File: src/design/sed_pkg.sv
`default_nettype none
// ----------------------------------------------------------------------------
// sed_pkg
// Shared sizes, codes and controller/datapath types of the start/end-code
// packet deframer.
// ----------------------------------------------------------------------------
package sed_pkg;

    localparam int BYTE_W      = 8;
    localparam int MAX_FRAME   = 32;
    localparam int ADDR_W      = $clog2(MAX_FRAME);
    localparam int RUN_LIMIT   = 24;
    localparam int RUN_W       = $clog2(RUN_LIMIT + 1);
    localparam int PIDX_W      = 5;
    localparam int POS_CAP     = 1023;
    localparam int POS_W       = $clog2(POS_CAP + 1);
    localparam int PARAM_BASE  = 6;
    localparam int FRAME_OVERHEAD = 8;
    localparam int IDX_W       = $clog2(PARAM_BASE + (1 << BYTE_W));
    localparam int HDR_BYTES   = 5;
    localparam int CFG_IDX_W   = 8;
    localparam int TDATA_W     = 72;
    localparam logic [BYTE_W-1:0] ASCII_ZERO = 8'h30;

    typedef enum logic [1:0] {
        REG_START_CODE     = 2'd0,
        REG_END_CODE       = 2'd1,
        REG_DIRECTION_MASK = 2'd2,
        REG_COUNT_MASK     = 2'd3
    } cfg_reg_t;

    typedef enum logic [2:0] {
        S_HUNT,
        S_FRAME,
        S_CSUM_RD,
        S_CSUM_LD,
        S_PARAM_RD,
        S_PARAM_LD
    } state_t;

    typedef struct packed {
        logic open_frame;
        logic store_byte;
        logic csum_read;
        logic csum_latch;
        logic param_read;
        logic out_load;
    } dp_cmd_t;

    typedef struct packed {
        logic rx_is_start;
        logic rx_is_end;
        logic out_free;
        logic run_last;
    } dp_status_t;

    typedef struct packed {
        logic              overflow;
        logic              bad_length;
        logic              last;
        logic [PIDX_W-1:0] param_index;
        logic [BYTE_W-1:0] param_byte;
        logic [BYTE_W-1:0] checksum;
        logic [BYTE_W-1:0] command_low;
        logic [BYTE_W-1:0] command_high;
        logic [BYTE_W-1:0] device_id;
        logic [BYTE_W-1:0] class_code;
        logic [BYTE_W-1:0] param_count;
        logic [BYTE_W-1:0] direction;
    } result_t;

endpackage
`default_nettype wire

File: src/design/sed_ram.sv
`default_nettype none
// ----------------------------------------------------------------------------
// sed_ram
// Generic simple dual-port RAM: one write port, one read port with
// registered read data.
// ----------------------------------------------------------------------------
module sed_ram #(
    parameter int WIDTH = 8,
    parameter int DEPTH = 32
) (
    input  logic                     clk,
    input  logic                     we,
    input  logic [$clog2(DEPTH)-1:0] waddr,
    input  logic [WIDTH-1:0]         wdata,
    input  logic                     re,
    input  logic [$clog2(DEPTH)-1:0] raddr,
    output logic [WIDTH-1:0]         rdata
);

    logic [WIDTH-1:0] mem [DEPTH];
    logic [WIDTH-1:0] rdata_reg;

    always_ff @(posedge clk)
    begin
        if (we)
        begin
            mem[waddr] <= wdata;
        end
        if (re)
        begin
            rdata_reg <= mem[raddr];
        end
    end

    assign rdata = rdata_reg;

endmodule
`default_nettype wire

File: src/design/sed_ctrl.sv
`default_nettype none
// ----------------------------------------------------------------------------
// sed_ctrl
// Controller: hunts for the start code, stores the frame, then steps the
// checksum read and one read/load pair per emitted result.
// ----------------------------------------------------------------------------
module sed_ctrl (
    input  logic                clk,
    input  logic                rst_n,
    input  logic                rx_valid,
    output logic                rx_ready,
    input  sed_pkg::dp_status_t status,
    output sed_pkg::dp_cmd_t    cmd
);
    import sed_pkg::*;

    state_t state_reg;
    state_t state_next;

    always_ff @(posedge clk or negedge rst_n)
    begin
        if (!rst_n)
        begin
            state_reg <= S_HUNT;
        end
        else
        begin
            state_reg <= state_next;
        end
    end

    always_comb
    begin
        state_next = state_reg;
        cmd        = '0;
        rx_ready   = 1'b0;
        case (state_reg)
            S_HUNT:
            begin
                rx_ready = 1'b1;
                if (rx_valid && status.rx_is_start)
                begin
                    cmd.open_frame = 1'b1;
                    state_next     = S_FRAME;
                end
            end
            S_FRAME:
            begin
                rx_ready = 1'b1;
                if (rx_valid)
                begin
                    cmd.store_byte = 1'b1;
                    if (status.rx_is_end)
                    begin
                        state_next = S_CSUM_RD;
                    end
                end
            end
            S_CSUM_RD:
            begin
                cmd.csum_read = 1'b1;
                state_next    = S_CSUM_LD;
            end
            S_CSUM_LD:
            begin
                cmd.csum_latch = 1'b1;
                state_next     = S_PARAM_RD;
            end
            S_PARAM_RD:
            begin
                cmd.param_read = 1'b1;
                state_next     = S_PARAM_LD;
            end
            S_PARAM_LD:
            begin
                if (status.out_free)
                begin
                    cmd.out_load = 1'b1;
                    state_next   = status.run_last ? S_HUNT : S_PARAM_RD;
                end
            end
            default:
            begin
                state_next = S_HUNT;
            end
        endcase
    end

endmodule
`default_nettype wire

File: src/design/sed_datapath.sv
`default_nettype none
// ----------------------------------------------------------------------------
// sed_datapath
// Datapath: configuration registers, byte counter, header capture, frame
// store, checksum and parameter fetch, output register.
// ----------------------------------------------------------------------------
module sed_datapath (
    input  logic                              clk,
    input  logic                              rst_n,
    input  logic                              cfg_valid,
    input  logic [sed_pkg::CFG_IDX_W-1:0]     cfg_index,
    input  logic [sed_pkg::BYTE_W-1:0]        cfg_data,
    input  logic [sed_pkg::BYTE_W-1:0]        rx_byte,
    input  sed_pkg::dp_cmd_t                  cmd,
    output sed_pkg::dp_status_t               status,
    input  logic                              out_ready,
    output logic                              out_valid,
    output sed_pkg::result_t                  out_item
);
    import sed_pkg::*;

    logic [BYTE_W-1:0] start_code_reg;
    logic [BYTE_W-1:0] end_code_reg;
    logic [BYTE_W-1:0] dir_mask_reg;
    logic [BYTE_W-1:0] count_mask_reg;

    logic [POS_W-1:0]  pos_reg,  pos_next;
    logic              ovf_reg,  ovf_next;
    logic [RUN_W-1:0]  j_reg,    j_next;
    logic              out_valid_reg, out_valid_next;

    logic [BYTE_W-1:0] hdr_reg  [HDR_BYTES];
    logic [BYTE_W-1:0] hdr_next [HDR_BYTES];
    logic [BYTE_W-1:0] hdr_val  [HDR_BYTES];
    logic [BYTE_W-1:0] count_reg,   count_next;
    logic              csum_ok_reg, csum_ok_next;
    logic [BYTE_W-1:0] csum_reg,    csum_next;
    logic              param_ok_reg, param_ok_next;
    result_t           out_item_reg, out_item_next;

    logic [BYTE_W-1:0] count_now;
    logic [POS_W-1:0]  stored;
    logic [IDX_W-1:0]  csum_idx;
    logic [IDX_W-1:0]  param_idx;
    logic [RUN_W-1:0]  j_inc;
    logic              ram_we;
    logic              ram_re;
    logic [ADDR_W-1:0] ram_raddr;
    logic [BYTE_W-1:0] ram_rdata;

    // configuration
    always_ff @(posedge clk or negedge rst_n)
    begin
        if (!rst_n)
        begin
            start_code_reg <= 8'd1;
            end_code_reg   <= 8'd4;
            dir_mask_reg   <= 8'd128;
            count_mask_reg <= 8'd127;
        end
        else if (cfg_valid)
        begin
            if (cfg_index == CFG_IDX_W'(REG_START_CODE))
            begin
                start_code_reg <= cfg_data;
            end
            if (cfg_index == CFG_IDX_W'(REG_END_CODE))
            begin
                end_code_reg <= cfg_data;
            end
            if (cfg_index == CFG_IDX_W'(REG_DIRECTION_MASK))
            begin
                dir_mask_reg <= cfg_data;
            end
            if (cfg_index == CFG_IDX_W'(REG_COUNT_MASK))
            begin
                count_mask_reg <= cfg_data;
            end
        end
    end

    always_comb
    begin
        for (int k = 0; k < HDR_BYTES; k++)
        begin
            hdr_val[k] = (pos_reg > POS_W'(k + 1)) ? hdr_reg[k] : '0;
        end
        count_now = hdr_val[0] & count_mask_reg;
        stored    = (pos_reg < POS_W'(MAX_FRAME)) ? pos_reg : POS_W'(MAX_FRAME);
        csum_idx  = IDX_W'(PARAM_BASE) + IDX_W'(count_now);
        param_idx = IDX_W'(PARAM_BASE) + IDX_W'(j_reg);
        j_inc     = j_reg + RUN_W'(1);
    end

    assign status.rx_is_start = (rx_byte == start_code_reg);
    assign status.rx_is_end   = (rx_byte == end_code_reg);
    assign status.out_free    = !out_valid_reg || out_ready;
    assign status.run_last    = (count_reg == '0) || (BYTE_W'(j_inc) == count_reg)
                                || (j_inc == RUN_W'(RUN_LIMIT));

    assign ram_we    = cmd.store_byte && (pos_reg < POS_W'(MAX_FRAME));
    assign ram_re    = cmd.csum_read || cmd.param_read;
    assign ram_raddr = cmd.csum_read ? csum_idx[ADDR_W-1:0] : param_idx[ADDR_W-1:0];

    sed_ram #(
        .WIDTH (BYTE_W),
        .DEPTH (MAX_FRAME)
    ) u_store (
        .clk   (clk),
        .we    (ram_we),
        .waddr (pos_reg[ADDR_W-1:0]),
        .wdata (rx_byte),
        .re    (ram_re),
        .raddr (ram_raddr),
        .rdata (ram_rdata)
    );

    always_comb
    begin
        pos_next       = pos_reg;
        ovf_next       = ovf_reg;
        j_next         = j_reg;
        out_valid_next = out_valid_reg;
        hdr_next       = hdr_reg;
        count_next     = count_reg;
        csum_ok_next   = csum_ok_reg;
        csum_next      = csum_reg;
        param_ok_next  = param_ok_reg;
        out_item_next  = out_item_reg;

        if (cmd.open_frame)
        begin
            pos_next = POS_W'(1);
            ovf_next = 1'b0;
        end
        if (cmd.store_byte)
        begin
            for (int k = 0; k < HDR_BYTES; k++)
            begin
                if (pos_reg == POS_W'(k + 1))
                begin
                    hdr_next[k] = rx_byte;
                end
            end
            if (pos_reg >= POS_W'(MAX_FRAME))
            begin
                ovf_next = 1'b1;
            end
            if (pos_reg < POS_W'(POS_CAP))
            begin
                pos_next = pos_reg + POS_W'(1);
            end
        end
        if (cmd.csum_read)
        begin
            count_next   = count_now;
            csum_ok_next = POS_W'(csum_idx) < stored;
            j_next       = '0;
        end
        if (cmd.csum_latch)
        begin
            csum_next = csum_ok_reg ? ram_rdata : '0;
        end
        if (cmd.param_read)
        begin
            param_ok_next = (count_reg != '0) && (POS_W'(param_idx) < stored);
        end

        if (out_ready)
        begin
            out_valid_next = 1'b0;
        end
        if (cmd.out_load)
        begin
            out_valid_next             = 1'b1;
            j_next                     = j_inc;
            out_item_next.direction    = hdr_val[0] & dir_mask_reg;
            out_item_next.param_count  = count_reg;
            out_item_next.class_code   = hdr_val[1];
            out_item_next.device_id    = hdr_val[2] - ASCII_ZERO;
            out_item_next.command_high = hdr_val[3];
            out_item_next.command_low  = hdr_val[4];
            out_item_next.checksum     = csum_reg;
            out_item_next.param_byte   = param_ok_reg ? ram_rdata : '0;
            out_item_next.param_index  = PIDX_W'(j_reg);
            out_item_next.last         = status.run_last;
            out_item_next.bad_length   = pos_reg != (POS_W'(FRAME_OVERHEAD)
                                                     + POS_W'(count_reg));
            out_item_next.overflow     = ovf_reg;
        end
    end

    always_ff @(posedge clk or negedge rst_n)
    begin
        if (!rst_n)
        begin
            pos_reg       <= '0;
            ovf_reg       <= 1'b0;
            j_reg         <= '0;
            out_valid_reg <= 1'b0;
        end
        else
        begin
            pos_reg       <= pos_next;
            ovf_reg       <= ovf_next;
            j_reg         <= j_next;
            out_valid_reg <= out_valid_next;
        end
    end

    always_ff @(posedge clk)
    begin
        hdr_reg      <= hdr_next;
        count_reg    <= count_next;
        csum_ok_reg  <= csum_ok_next;
        csum_reg     <= csum_next;
        param_ok_reg <= param_ok_next;
        out_item_reg <= out_item_next;
    end

    assign out_valid = out_valid_reg;
    assign out_item  = out_item_reg;

endmodule
`default_nettype wire

File: src/design/soh_eot_packet_deframer_unit.sv
`default_nettype none
// ----------------------------------------------------------------------------
// soh_eot_packet_deframer_unit
// Start/end-code packet deframer: hunts for the start code, stores a frame
// up to the end code and emits one beat per parameter with the header.
// ----------------------------------------------------------------------------
// Usage: tready stays high while hunting or storing, so every byte that does
// not close a frame is taken. A closing byte (end code) is followed by a
// checksum read and latch, then a read and load per result beat through the
// single read port of the 32-entry frame store; a run has one to 24 beats,
// the final one with tlast, and output backpressure stalls it. The input
// reopens as soon as the last beat of a run is loaded into the output
// register. Configuration writes are taken at any time but belong in idle.
module soh_eot_packet_deframer_unit (
    input  logic                          clk,
    input  logic                          rst_n,
    // rx_byte [7:0]
    input  logic [sed_pkg::BYTE_W-1:0]    s_axis_tdata,
    input  logic                          s_axis_tvalid,
    output logic                          s_axis_tready,
    // direction [7:0], param_count [15:8], class_code [23:16],
    // device_id [31:24], command_high [39:32], command_low [47:40],
    // checksum [55:48], param_byte [63:56], param_index [68:64],
    // bad_length [69], overflow [70], zero [71]
    output logic [sed_pkg::TDATA_W-1:0]   m_axis_tdata,
    output logic                          m_axis_tvalid,
    input  logic                          m_axis_tready,
    output logic                          m_axis_tlast,
    input  logic                          cfg_valid,
    output logic                          cfg_ready,
    input  logic [sed_pkg::CFG_IDX_W-1:0] cfg_index,
    input  logic [sed_pkg::BYTE_W-1:0]    cfg_data
);
    import sed_pkg::*;

    dp_cmd_t    cmd;
    dp_status_t status;
    result_t    item;

    assign cfg_ready = 1'b1;

    sed_ctrl u_ctrl (
        .clk      (clk),
        .rst_n    (rst_n),
        .rx_valid (s_axis_tvalid),
        .rx_ready (s_axis_tready),
        .status   (status),
        .cmd      (cmd)
    );

    sed_datapath u_dp (
        .clk       (clk),
        .rst_n     (rst_n),
        .cfg_valid (cfg_valid),
        .cfg_index (cfg_index),
        .cfg_data  (cfg_data),
        .rx_byte   (s_axis_tdata),
        .cmd       (cmd),
        .status    (status),
        .out_ready (m_axis_tready),
        .out_valid (m_axis_tvalid),
        .out_item  (item)
    );

    assign m_axis_tdata = {1'b0, item.overflow, item.bad_length, item.param_index,
                           item.param_byte, item.checksum, item.command_low,
                           item.command_high, item.device_id, item.class_code,
                           item.param_count, item.direction};
    assign m_axis_tlast = item.last;

    // closing byte stops the input until the run is out
    a_close_stalls_input: assert property (@(posedge clk) disable iff (!rst_n)
        (cmd.store_byte && status.rx_is_end) |=> !s_axis_tready)
        else $error("input still ready after closing byte");

    // never overwrite a beat that is still waiting
    a_no_overwrite: assert property (@(posedge clk) disable iff (!rst_n)
        cmd.out_load |-> (!m_axis_tvalid || m_axis_tready))
        else $error("output register overwritten");

    a_one_command: assert property (@(posedge clk) disable iff (!rst_n)
        $onehot0(cmd))
        else $error("more than one datapath command");

endmodule
`default_nettype wire
File: config.mk
export PLATFORM = sky130hd
export DESIGN_NAME = soh_eot_packet_deframer_unit
export DESIGN_NICKNAME = d
export VERILOG_FILES = /design/src/design/sed_pkg.sv /design/src/design/sed_ram.sv /design/src/design/sed_ctrl.sv /design/src/design/sed_datapath.sv /design/src/design/soh_eot_packet_deframer_unit.sv
export SDC_FILE = /design/constraint.sdc
export NUM_CORES = 1
export LEC_CHECK = 0
export BUFFER_PORTS_ARGS = -buffer_cell sky130_fd_sc_hd__buf_2
export CAP_MARGIN = 20
export CORE_MARGIN = 2
export CORE_UTILIZATION = 35
export DETAILED_ROUTE_END_ITERATION = 7
export PLACE_DENSITY_LB_ADDON = 0.2
export SYNTH_ARGS = -nofsm -noshare
export SYNTH_HDL_FRONTEND = slang
export SYNTH_SLANG_ARGS = --single-unit
File: constraint.sdc
create_clock -name clk -period 8.1 [get_ports clk]
set_input_delay 0.81 -clock clk [delete_from_list [all_inputs] [get_ports clk]]
set_output_delay 0.81 -clock clk [all_outputs]
set_load 0.02 [all_outputs]
=== Word level (Yosys, flattened, before mapping) ===
Memories as Yosys holds them, arrays and structs flattened. A register that Yosys moved wholly into a read port is not among the register bits.
Index checks and enable logic that the tools add are counted.

* Memory bits (writable): 256
* Bits of input ports: 29
* Memories: 1
* Flip-flop bits (word level): 182
* Output and inout port bits: 76

{| class="wikitable"
|+ Memories
! name !! words !! bits a word !! read ports !! clocked after Yosys merged registers in !! write ports !! RTL line !! text
|-
| u_dp.u_store.mem || 32 || 8 || 1 || 1 || 1 || sed_ram.sv:20 || <nowiki>logic [WIDTH-1:0] mem [DEPTH];</nowiki>
|}

* Mux-type cells: 32
* Add/sub/neg operators: 6
* Eq/ne operators: 22
* Bitwise operators: 2
* Magnitude comparators: 10
* Reduce and logical (&&, ||, !) cells: 25

{| class="wikitable"
|+ Operator list
! kind !! number
|-
| 10-bit two-way mux || 4
|-
| 10-bit by 2-bit equality test with 1-bit output (second input constant) || 2
|-
| 10-bit by 3-bit equality test with 1-bit output (second input constant) || 2
|-
| 10-bit by 2-bit greater-than comparator with 1-bit output (second input constant) || 2
|-
| 10-bit by 3-bit greater-than comparator with 1-bit output (second input constant) || 2
|-
| 9-bit by 10-bit less-than comparator with 1-bit output || 2
|-
| 3-bit one-hot mux with 6 select lines || 1
|-
| 2-bit AND reduction || 9
|-
| 1-bit two-way mux || 17
|-
| 8-bit AND || 2
|-
| 8-bit by 2-bit equality test with 1-bit output (second input constant) || 2
|-
| 8-bit equality test || 2
|-
| 8-bit zero test || 2
|-
| 8-bit two-way mux || 2
|-
| 3-bit two-way mux || 5
|-
| 5-bit two-way mux || 3
|-
| 10-bit by 1-bit adder with 10-bit output (second input constant) || 1
|-
| 10-bit by 1-bit equality test with 1-bit output (second input constant) || 1
|-
| 10-bit by 6-bit greater-or-equal comparator with 1-bit output (second input constant) || 1
|-
| 10-bit by 1-bit greater-than comparator with 1-bit output (second input constant) || 1
|-
| 10-bit less-than comparator (second input constant) || 1
|-
| 10-bit by 6-bit less-than comparator with 1-bit output (second input constant) || 1
|-
| 10-bit inequality test || 1
|-
| 3-bit by 8-bit adder with 9-bit output (first input constant) || 1
|-
| 20 further kinds || 30
|}

=== Depth between registers and ports, before layout ===
Gate-level depths: netlist of the first run.

* Depth in word-level cells: 7
* Gate-level depth with buffers: 13

=== By module ===
Synthesis of the first run repeated with hierarchy kept, for this count alone.

* Cell total of the unflattened synthesis: 989
* Area total of the unflattened synthesis: 18,168.7 sq um

{| class="wikitable"
|+ By module, submodules not included
! module !! area an instance (sq um) !! sequential area each (sq um) !! cells each !! times used
|-
| sed_ram || 10,133.5 || 7,927.6 || 417 || 1
|-
| sed_datapath || 7,787.5 || 5,142.4 || 543 || 1
|-
| sed_ctrl || 225.2 || 75.1 || 25 || 1
|-
| soh_eot_packet_deframer_unit || 22.5 || 0.0 || 4 || 1
|}

=== Worst setup path before layout of the first run ===
Ideal clock, no wire load.

* Kind: in2reg
* Start: input m_axis_tready
* End: register u_dp.j_reg[2]
* Slack: 4,787 ps
* Buffers on the path: 1
* Data arrival time: 3,182 ps
* Cell stages on the path: 8
* Path through: nand2b_1 -> nand2_1 -> or2_2 -> clkbuf_1 -> inv_1 -> nor2_1 -> o21ai_0 -> o21ai_0

* Cells in the longest elaborated chain, start to end: 4

{| class="wikitable"
|+ RTL lines
! element !! RTL line !! text
|-
| start, declared || soh_eot_packet_deframer_unit.sv:27 || <nowiki>input logic m_axis_tready,</nowiki>
|-
| 1-bit logical OR (*) || sed_datapath.sv:97 || <nowiki>assign status.out_free = !out_valid_reg || out_ready;</nowiki>
|-
| 1-bit two-way mux (*) || sed_ctrl.sv:76 || <nowiki>if (status.out_free)</nowiki>
|-
| 1-bit two-way mux (*) || sed_ctrl.sv:37 || <nowiki>case (state_reg)</nowiki>
|-
| 5-bit two-way mux or 2-bit nonzero test (tied branches) || -- ||
|-
| end signal, assigned || sed_datapath.sv:206 || <nowiki>j_reg <= j_next;</nowiki>
|-
| end, declared || sed_datapath.sv:29 || <nowiki>logic [RUN_W-1:0] j_reg, j_next;</nowiki>
|}

Every way passes the cells marked *; elsewhere a longest branch is shown, timed or not.
A chain may end at the register's enable or synchronous reset.

=== Final worst setup path of the first run ===
* Start: register u_dp.pos_reg[3]
* End: register u_dp.u_store.rdata_reg[6] (netlist: u_dp.u_store.rdata[6]) (read register of u_dp.u_store.mem), data pin

* Cells in the longest elaborated chain, start to end: 5

{| class="wikitable"
|+ RTL lines
! element !! RTL line !! text
|-
| start, declared || sed_datapath.sv:27 || <nowiki>logic [POS_W-1:0] pos_reg, pos_next;</nowiki>
|-
| start signal, assigned || sed_datapath.sv:204 || <nowiki>pos_reg <= pos_next;</nowiki>
|-
| 10-bit by 1-bit greater-than comparator with 1-bit output || sed_datapath.sv:86 || <nowiki>hdr_val[k] = (pos_reg > POS_W'(k + 1)) ? hdr_reg[k] : '0;</nowiki>
|-
| 8-bit two-way mux || sed_datapath.sv:86 ||
|-
| 8-bit AND || sed_datapath.sv:88 || <nowiki>count_now = hdr_val[0] & count_mask_reg;</nowiki>
|-
| 3-bit by 8-bit adder with 9-bit output || sed_datapath.sv:90 || <nowiki>csum_idx = IDX_W'(PARAM_BASE) + IDX_W'(count_now);</nowiki>
|-
| 5-bit two-way mux || sed_datapath.sv:103 || <nowiki>assign ram_raddr = cmd.csum_read ? csum_idx[ADDR_W-1:0] : param_idx[ADDR_W-1:0];</nowiki>
|-
| end, declared || sed_ram.sv:21 || <nowiki>logic [WIDTH-1:0] rdata_reg;</nowiki>
|}

Every way passes these cells.

==> metrics, run 1 <==
Int Power=~3.9 mW; P_sw=1.32 mW; CTS Buffer Depth=3; initial DRC count=between 800 and 900; max reg flops=between 200 and 300; Cell Chain, Critical Path=nor3_1 > and4_1 > o21a_4 > buf_4 > a21oi_1 > a32oi_1 > a22oi_1 > o221ai_1 > a21o_1; row cnt=83; Post-Route WL=45000 µm; P&R area growth vs syn=14.5%; clock sinks=approximately 450; CP max stage delay=0.73 ns; Cell Pwr Density=253 nW/µm²; status=finished clean; die area=53900 µm²; final hold vios=0; Port Buf Inserts=a little over 100; peak supply drop=135 µV; Distinct cells, synth=64; commonest cells after routing, fill and taps aside=edfxtp_1 (394), nand2_1 (233), buf_2 (103); antenna violations before repair=4; Leak Pwr=around 7.3 nW; kind of critical path=reg2reg; antenna diode count=0; max cap viols=0; YS warnings=0; register area share after synthesis=between 70 and 80%; IO Count=105; Initial Util=35.4%; design area=20900 µm²; Max Clock Freq=244 MHz; H-tree depth=2; All-Layer GR Usage=~17%; stages on the worst setup path=9; syn_area_per_cell=14.1 µm²; CP startpoint kind=register; HPWL Detailed=28200 µm; R2R cell count=9; Horiz. Die Dim=232 µm; Top Usage Layer GRT=met2; DR WL/cell=21.2 µm; WP data arrival=4.54 ns; TNS Setup=0 ns; Placement Cell Area=19400 µm²; Worst slew margin=around 28%; number of global-route vias before repair=11000; total CTS buffers=48; slowest CP cell=o21a_4; first-pass GRT wire length=approximately 68000 µm; Die Y=232 µm; RSZ-0062 raised after global routing=false; Slew Limit Fails=0; # Post-CTS Setup Buffers=0; M2 GR Usage=27.8%; Final Setup Violations=0; routability cong.=0.790; ys async rst share=11.7%; clk_lat worst skew=0.58 ns; crit path max fanout=slightly above 70; # DRC=0; First-pass DRT Iterations=5; FF+latch count, synth=446; Total Nets Final=1454; critical path's top delay family=compound AO/OA/AOI/OAI gates; nature of the critical path endpoint=register; final critical-path share of the clock period=50.7%; DR vias/cell=5.11; hold slack=0.376 ns; layout cells sized above 1=16.8%; Clock Pin Slew Worst Setup and Hold Paths=about 0.060 ns; Least-Margin Pin Slew=approximately 1.1 ns; Power, Total=5.27 mW; total number of vias=10800; core region area=51400 µm²; fin crit period=4.10 ns; CTS root buf=clkbuf_16; commonest non-fill, non-tap cell in the layout=edfxtp_1; skew final=0.0198 ns; CTS tree=built; power share of the clock group=38.8%; sw frac=25.1%; # hold bufs at CTS=0; largest net degree at the start of global routing=73; combinational power share=about 12%; Cells after Synth=1290; Global Route met1 Usage=22.6%; Synth Flop Type=edfxtp_1; GRT overflow=0; Final ANT Viol Nets=0; sequential power share=49.7%; critical path required time=8.54 ns; number of synthesized flops with an enable pin=around 400; routing usage on met3=3.28%; CP bufs+invs=1; post-CTS sizing=0; Hold/Removal Path Class=in2async; Post-Syn Area=18200 µm²
power by group through the flow:
stage	Combinational [mW]	Sequential, mW	Clock, mW
after global placement	0.601	2.66	0
after global routing	0.678	2.62	2.18
final	0.607	2.62	2.04
after floorplan	0.401	2.64	0
after CTS	0.609	2.62	2.09
after detailed placement	0.608	2.66	0
routing by layer:
metal / vias to the layer above / part of all wire, %
met5: - / 0.051
met4: 4 / 2.3
met3: 73 / 5.1
met2: 275 / 48
met1: 5436 / 45
li1: 5043 / -
worst paths after layout:
| path | slack (ns) | startpoint | endpoint |
|---|---|---|---|
| min in group clk | 0.42 | u_dp.csum_reg[1] | u_dp.out_item[49] |
| setup reg to reg | 4.00 | u_dp.pos_reg[3] | u_dp.u_store.rdata[6] |
| hold / removal | 0.38 | rst_n | u_dp.start_code_reg[6] |
| setup / recovery | 4.00 | u_dp.pos_reg[3] | u_dp.u_store.rdata[6] |
| max in group asynchronous | 7.25 | rst_n | u_dp.pos_reg[6] |
| hold reg to reg | 0.42 | u_dp.csum_reg[1] | u_dp.out_item[49] |
area by class of cell:
type,instances,area (µm²)
clock buffer,71,1380
timing repair buffer,121,654
sequential,446,13100
fill,4836,30500
clock inverter,15,75.1
tap,680,851
inverter,17,65.1
multi-input combinational,768,4690
worst register-to-register path, delay by kind of cell (launching register included):
| family | cells | cell delay, ns |
|---|---|---|
| AOI/OAI and AO/OA | 6 | 1.66 |
| buffers and inverters | 1 | 0.73 |
| DFF | 1 | 0.55 |
| and+or+nand+nor | 2 | 1.03 |
metrics by stage:
step,cells,util [%],setup slack (ns)
after floorplan,1293,-,4.79
after global placement,2030,37.7,4.08
after detailed placement,2030,37.7,4.02
after CTS,2116,40.5,4.00
after global routing,2118,40.6,3.63
final,2118,40.6,4.00
cells in the mapped netlist (5+ instances only):
| cell type | n | area, µm² |
|---|---|---|
| o21a_1 | 5 | 37.5 |
| nor2b_1 | 11 | 68.8 |
| ha_1 | 23 | 288 |
| nor2_1 | 60 | 225 |
| a32oi_1 | 62 | 543 |
| dfrtp_1 | 42 | 1050 |
| mux2_2 | 32 | 360 |
| a21oi_1 | 74 | 370 |
| a31oi_1 | 11 | 68.8 |
| inv_1 | 15 | 56.3 |
| o21ai_0 | 22 | 110 |
| buf_2 | 31 | 155 |
| a22oi_1 | 17 | 128 |
| xor2_1 | 18 | 158 |
| nand3_1 | 19 | 95.1 |
| a21o_1 | 6 | 45.0 |
| and3_1 | 18 | 113 |
| nand2_1 | 233 | 875 |
| and2_1 | 34 | 213 |
| clkbuf_1 | 11 | 41.3 |
| and2b_1 | 6 | 45.0 |
| nand4_1 | 7 | 43.8 |
| a22o_1 | 14 | 123 |
| nor3_1 | 14 | 70.1 |
| nand3b_1 | 6 | 45.0 |
| buf_6 | 6 | 67.6 |
| edfxtp_1 | 394 | 11800 |
| buf_4 | 13 | 97.6 |
| or3_1 | 5 | 31.3 |
| xnor2_1 | 25 | 219 |
| dfstp_2 | 10 | 263 |
cell families after synthesis:
logic type | after synthesis | share of synthesized area, %
buffers and inverters | 79 | 2.36
other | 2 | 0.0412
AOI/OAI and AO/OA | 227 | 8.55
xor gates and xnor gates | 43 | 2.07
adders and majority gates | 23 | 1.58
and+or+nand+nor | 435 | 11.1
DFF | 446 | 72.2
muxes | 35 | 2.15
No activity file was read; power rests on OpenSTA's default activity.
==> run 2: changes to the inputs <==
==> constraint.sdc (replaced) <==
create_clock -name clk -period 3.8 [get_ports clk]
set_input_delay 0.38 -clock clk [delete_from_list [all_inputs] [get_ports clk]]
set_output_delay 0.38 -clock clk [all_outputs]
set_load 0.02 [all_outputs]
==> metrics, run 2 (synthesized netlist as in run 1, its figures left out) <==
critical path required time=4.09 ns (-4.45 ns); layout cells sized above 1=19.3% (+2.4 points); power share of the clock group=39.4% (+0.6 points); commonest non-fill, non-tap cell in the layout=edfxtp_1; Max Clock Freq=274 MHz (+12%); Int Power=8.57 mW (+120%); die area=53900 µm² (unchanged); FF+latch area=13100 µm² (unchanged); peak supply drop=360 µV (+170%); multi-input logic area=4690 µm² (+0.13%); Fillers=4752 (-1.7%); # DRC=0 (unchanged); Placement Cell Area=19700 µm² (+1.8%); Cell Pwr Density=538 nW/µm² (+110%); core region area=51400 µm² (unchanged); status=finished clean; Slew Limit Fails=0 (unchanged); Least-Margin Pin Slew=1.03 ns (-0.0508 ns); HPWL Detailed=29600 µm (+4.7%); CTS root buf=clkbuf_16; max reg flops=256 (unchanged); max cap viols=0 (unchanged); Die Y=232 µm (unchanged); combinational power share=12.3% (+0.8 points); hold slack=0.0863 ns (-0.290 ns); final hold vios=0 (unchanged); CP bufs+invs=2 (+1); dpl ws=0.327 ns (-3.69 ns); routability cong.=0.821 (+4.0%); row cnt=83 (unchanged); antenna violations before repair=0 (-4); Final Setup Violations=0 (unchanged); GRT overflow=0 (unchanged); setup ws final=0.149 ns (-3.85 ns); Horiz. Die Dim=232 µm (unchanged); crit path max fanout=41 (-42%); Cell Chain, Critical Path=inv_1 > ha_1 > or2_1 > and4_1 > o21a_4 > buf_12 > a21oi_1 > a32oi_1 > a22o_1 > nor3_1 > a31oi_1; total CTS buffers=48 (unchanged); CTS tree=built; R2R cell count=11 (+2); critical path's top delay family=simple AND/OR/NAND/NOR gates; commonest cells after routing, fill and taps aside=edfxtp_1 (394), nand2_1 (233), buf_2 (102); WP data arrival=3.94 ns (-0.60 ns); Initial Util=35.4% (unchanged); nature of the critical path endpoint=register; clk_lat worst skew=0.58 ns (about the same); Hold EP=u_dp.count_mask_reg[7]; sequential power share=48.3% (-1.4 points); P_sw=2.88 mW (+120%); fin crit period=3.65 ns (-0.453 ns); Clock Pin Slew Worst Setup and Hold Paths=0.06 ns (about the same); sw frac=25.1% (about the same); antenna diode count=0 (unchanged); Leak Pwr=7.53 nW (+3.6%); first-pass GRT wire length=68400 µm (+1.0%); P&R area growth vs syn=16.9%; total number of vias=11000 (+1.4%); IO Count=105 (unchanged); TNS Setup=0 ns (unchanged); H-tree depth=2 (unchanged); initial DRC count=1006 (+20%); Post-Route WL=46100 µm (+2.6%); Min-Delay Path Depth=2; Final ANT Viol Nets=0 (unchanged); Reg-to-Reg End=u_dp.u_store.rdata[5]; # Post-CTS Setup Buffers=0 (unchanged); First-pass DRT Iterations=5 (unchanged); DR WL/cell=21.4 µm (+0.65%); number of global-route vias before repair=10800 (-1.2%); Hold/Removal Path Class=in2reg; Port Buf Inserts=102 (unchanged); All-Layer GR Usage=17.1% (+0.27 points); design area=21300 µm² (+2.1%); largest net degree at the start of global routing=99 (+36%); DR vias/cell=5.09 (-0.54%); CP startpoint kind=register; slowest CP cell=dfrtp_1; R2R setup slack=0.15 ns (-3.85 ns); RSZ-0062 raised after global routing=false; Worst R2R Start=u_dp.pos_reg[0]; skew final=0.0241 ns (+0.00437 ns); clock sinks=446 (unchanged); Total Nets Final=1495 (+2.8%); final critical-path share of the clock period=96.1% (+45 points); CTS Buffer Depth=3 (unchanged); kind of critical path=reg2reg; hold path start=cfg_data[7]; CP max stage delay=0.50 ns (-0.23 ns); Worst slew margin=30.4% (+2.7 points)
-- run 2: area by class of cell --
cell class	instances	share of cell area [%]
timing repair buffer	162	4.82
clock buffer	62	6.18
tap	680	4.00
clock inverter	24	0.934
sequential	446	61.7
multi-input combinational	768	22.0
inverter	17	0.306
-- run 2: worst max path at each step --
stage	start	end	slack (ns)	depth (start not counted)
finish	u_dp.pos_reg[0]	u_dp.u_store.rdata[5]	0.15	11
global route	u_dp.pos_reg[0]	u_dp.u_store.rdata[5]	0.05	11
CTS	u_dp.pos_reg[1]	u_dp.csum_ok_reg	0.30	13
detailed placement	u_dp.pos_reg[0]	u_dp.csum_ok_reg	0.33	13
global placement	u_dp.pos_reg[0]	u_dp.u_store.rdata[5]	0.38	11
floorplan	u_ctrl.state_reg[1]	u_dp.j_reg[2]	0.84	7
-- run 2: power groups by stage --
stage | sequential, mW | combinational (mW) | clock (mW)
global placement | 5.63 | 1.36 | 0
finish | 5.53 | 1.40 | 4.51
global route | 5.54 | 1.54 | 4.80
floorplan | 5.63 | 0.855 | 0
detailed placement | 5.63 | 1.38 | 0
CTS | 5.53 | 1.38 | 4.61
-- run 2: what timing repair did --
item,4_1_cts,5_1_grt
setup endpoints to repair,0,1
resized for setup,0,1
hold buffers,1,0
hold endpoints to repair,21,0
-- run 2: worst register-to-register path: stages, from the launching register on --
cell,delay (ns)
dfrtp_1,0.50
inv_1,0.15
ha_1,0.25
or2_1,0.29
and4_1,0.36
o21a_4,0.43
buf_12,0.30
a21oi_1,0.17
a32oi_1,0.10
a22o_1,0.27
nor3_1,0.44
a31oi_1,0.10
-- run 2: layer usage --
layer  global-route usage (%)  wire length (µm)  up-vias
met5                        0                 0        -
met1                     23.8             21200     5568
li1                         -                 -     5131
met3                     3.09              1940       50
met2                     28.0             22300      232
met4                     3.85               707        0
-- run 2: stage by stage --
step / utilization, % / std cells / power (mW)
6_report: 41.4 / 2159 / 11.4
5_1_grt: 41.4 / 2159 / 11.9
4_1_cts: 41.4 / 2158 / 11.5
3_5_place_dp: 38.4 / 2071 / 7.01
3_3_place_gp: 38.4 / 2071 / 6.99
2_1_floorplan: - / 1293 / 6.48
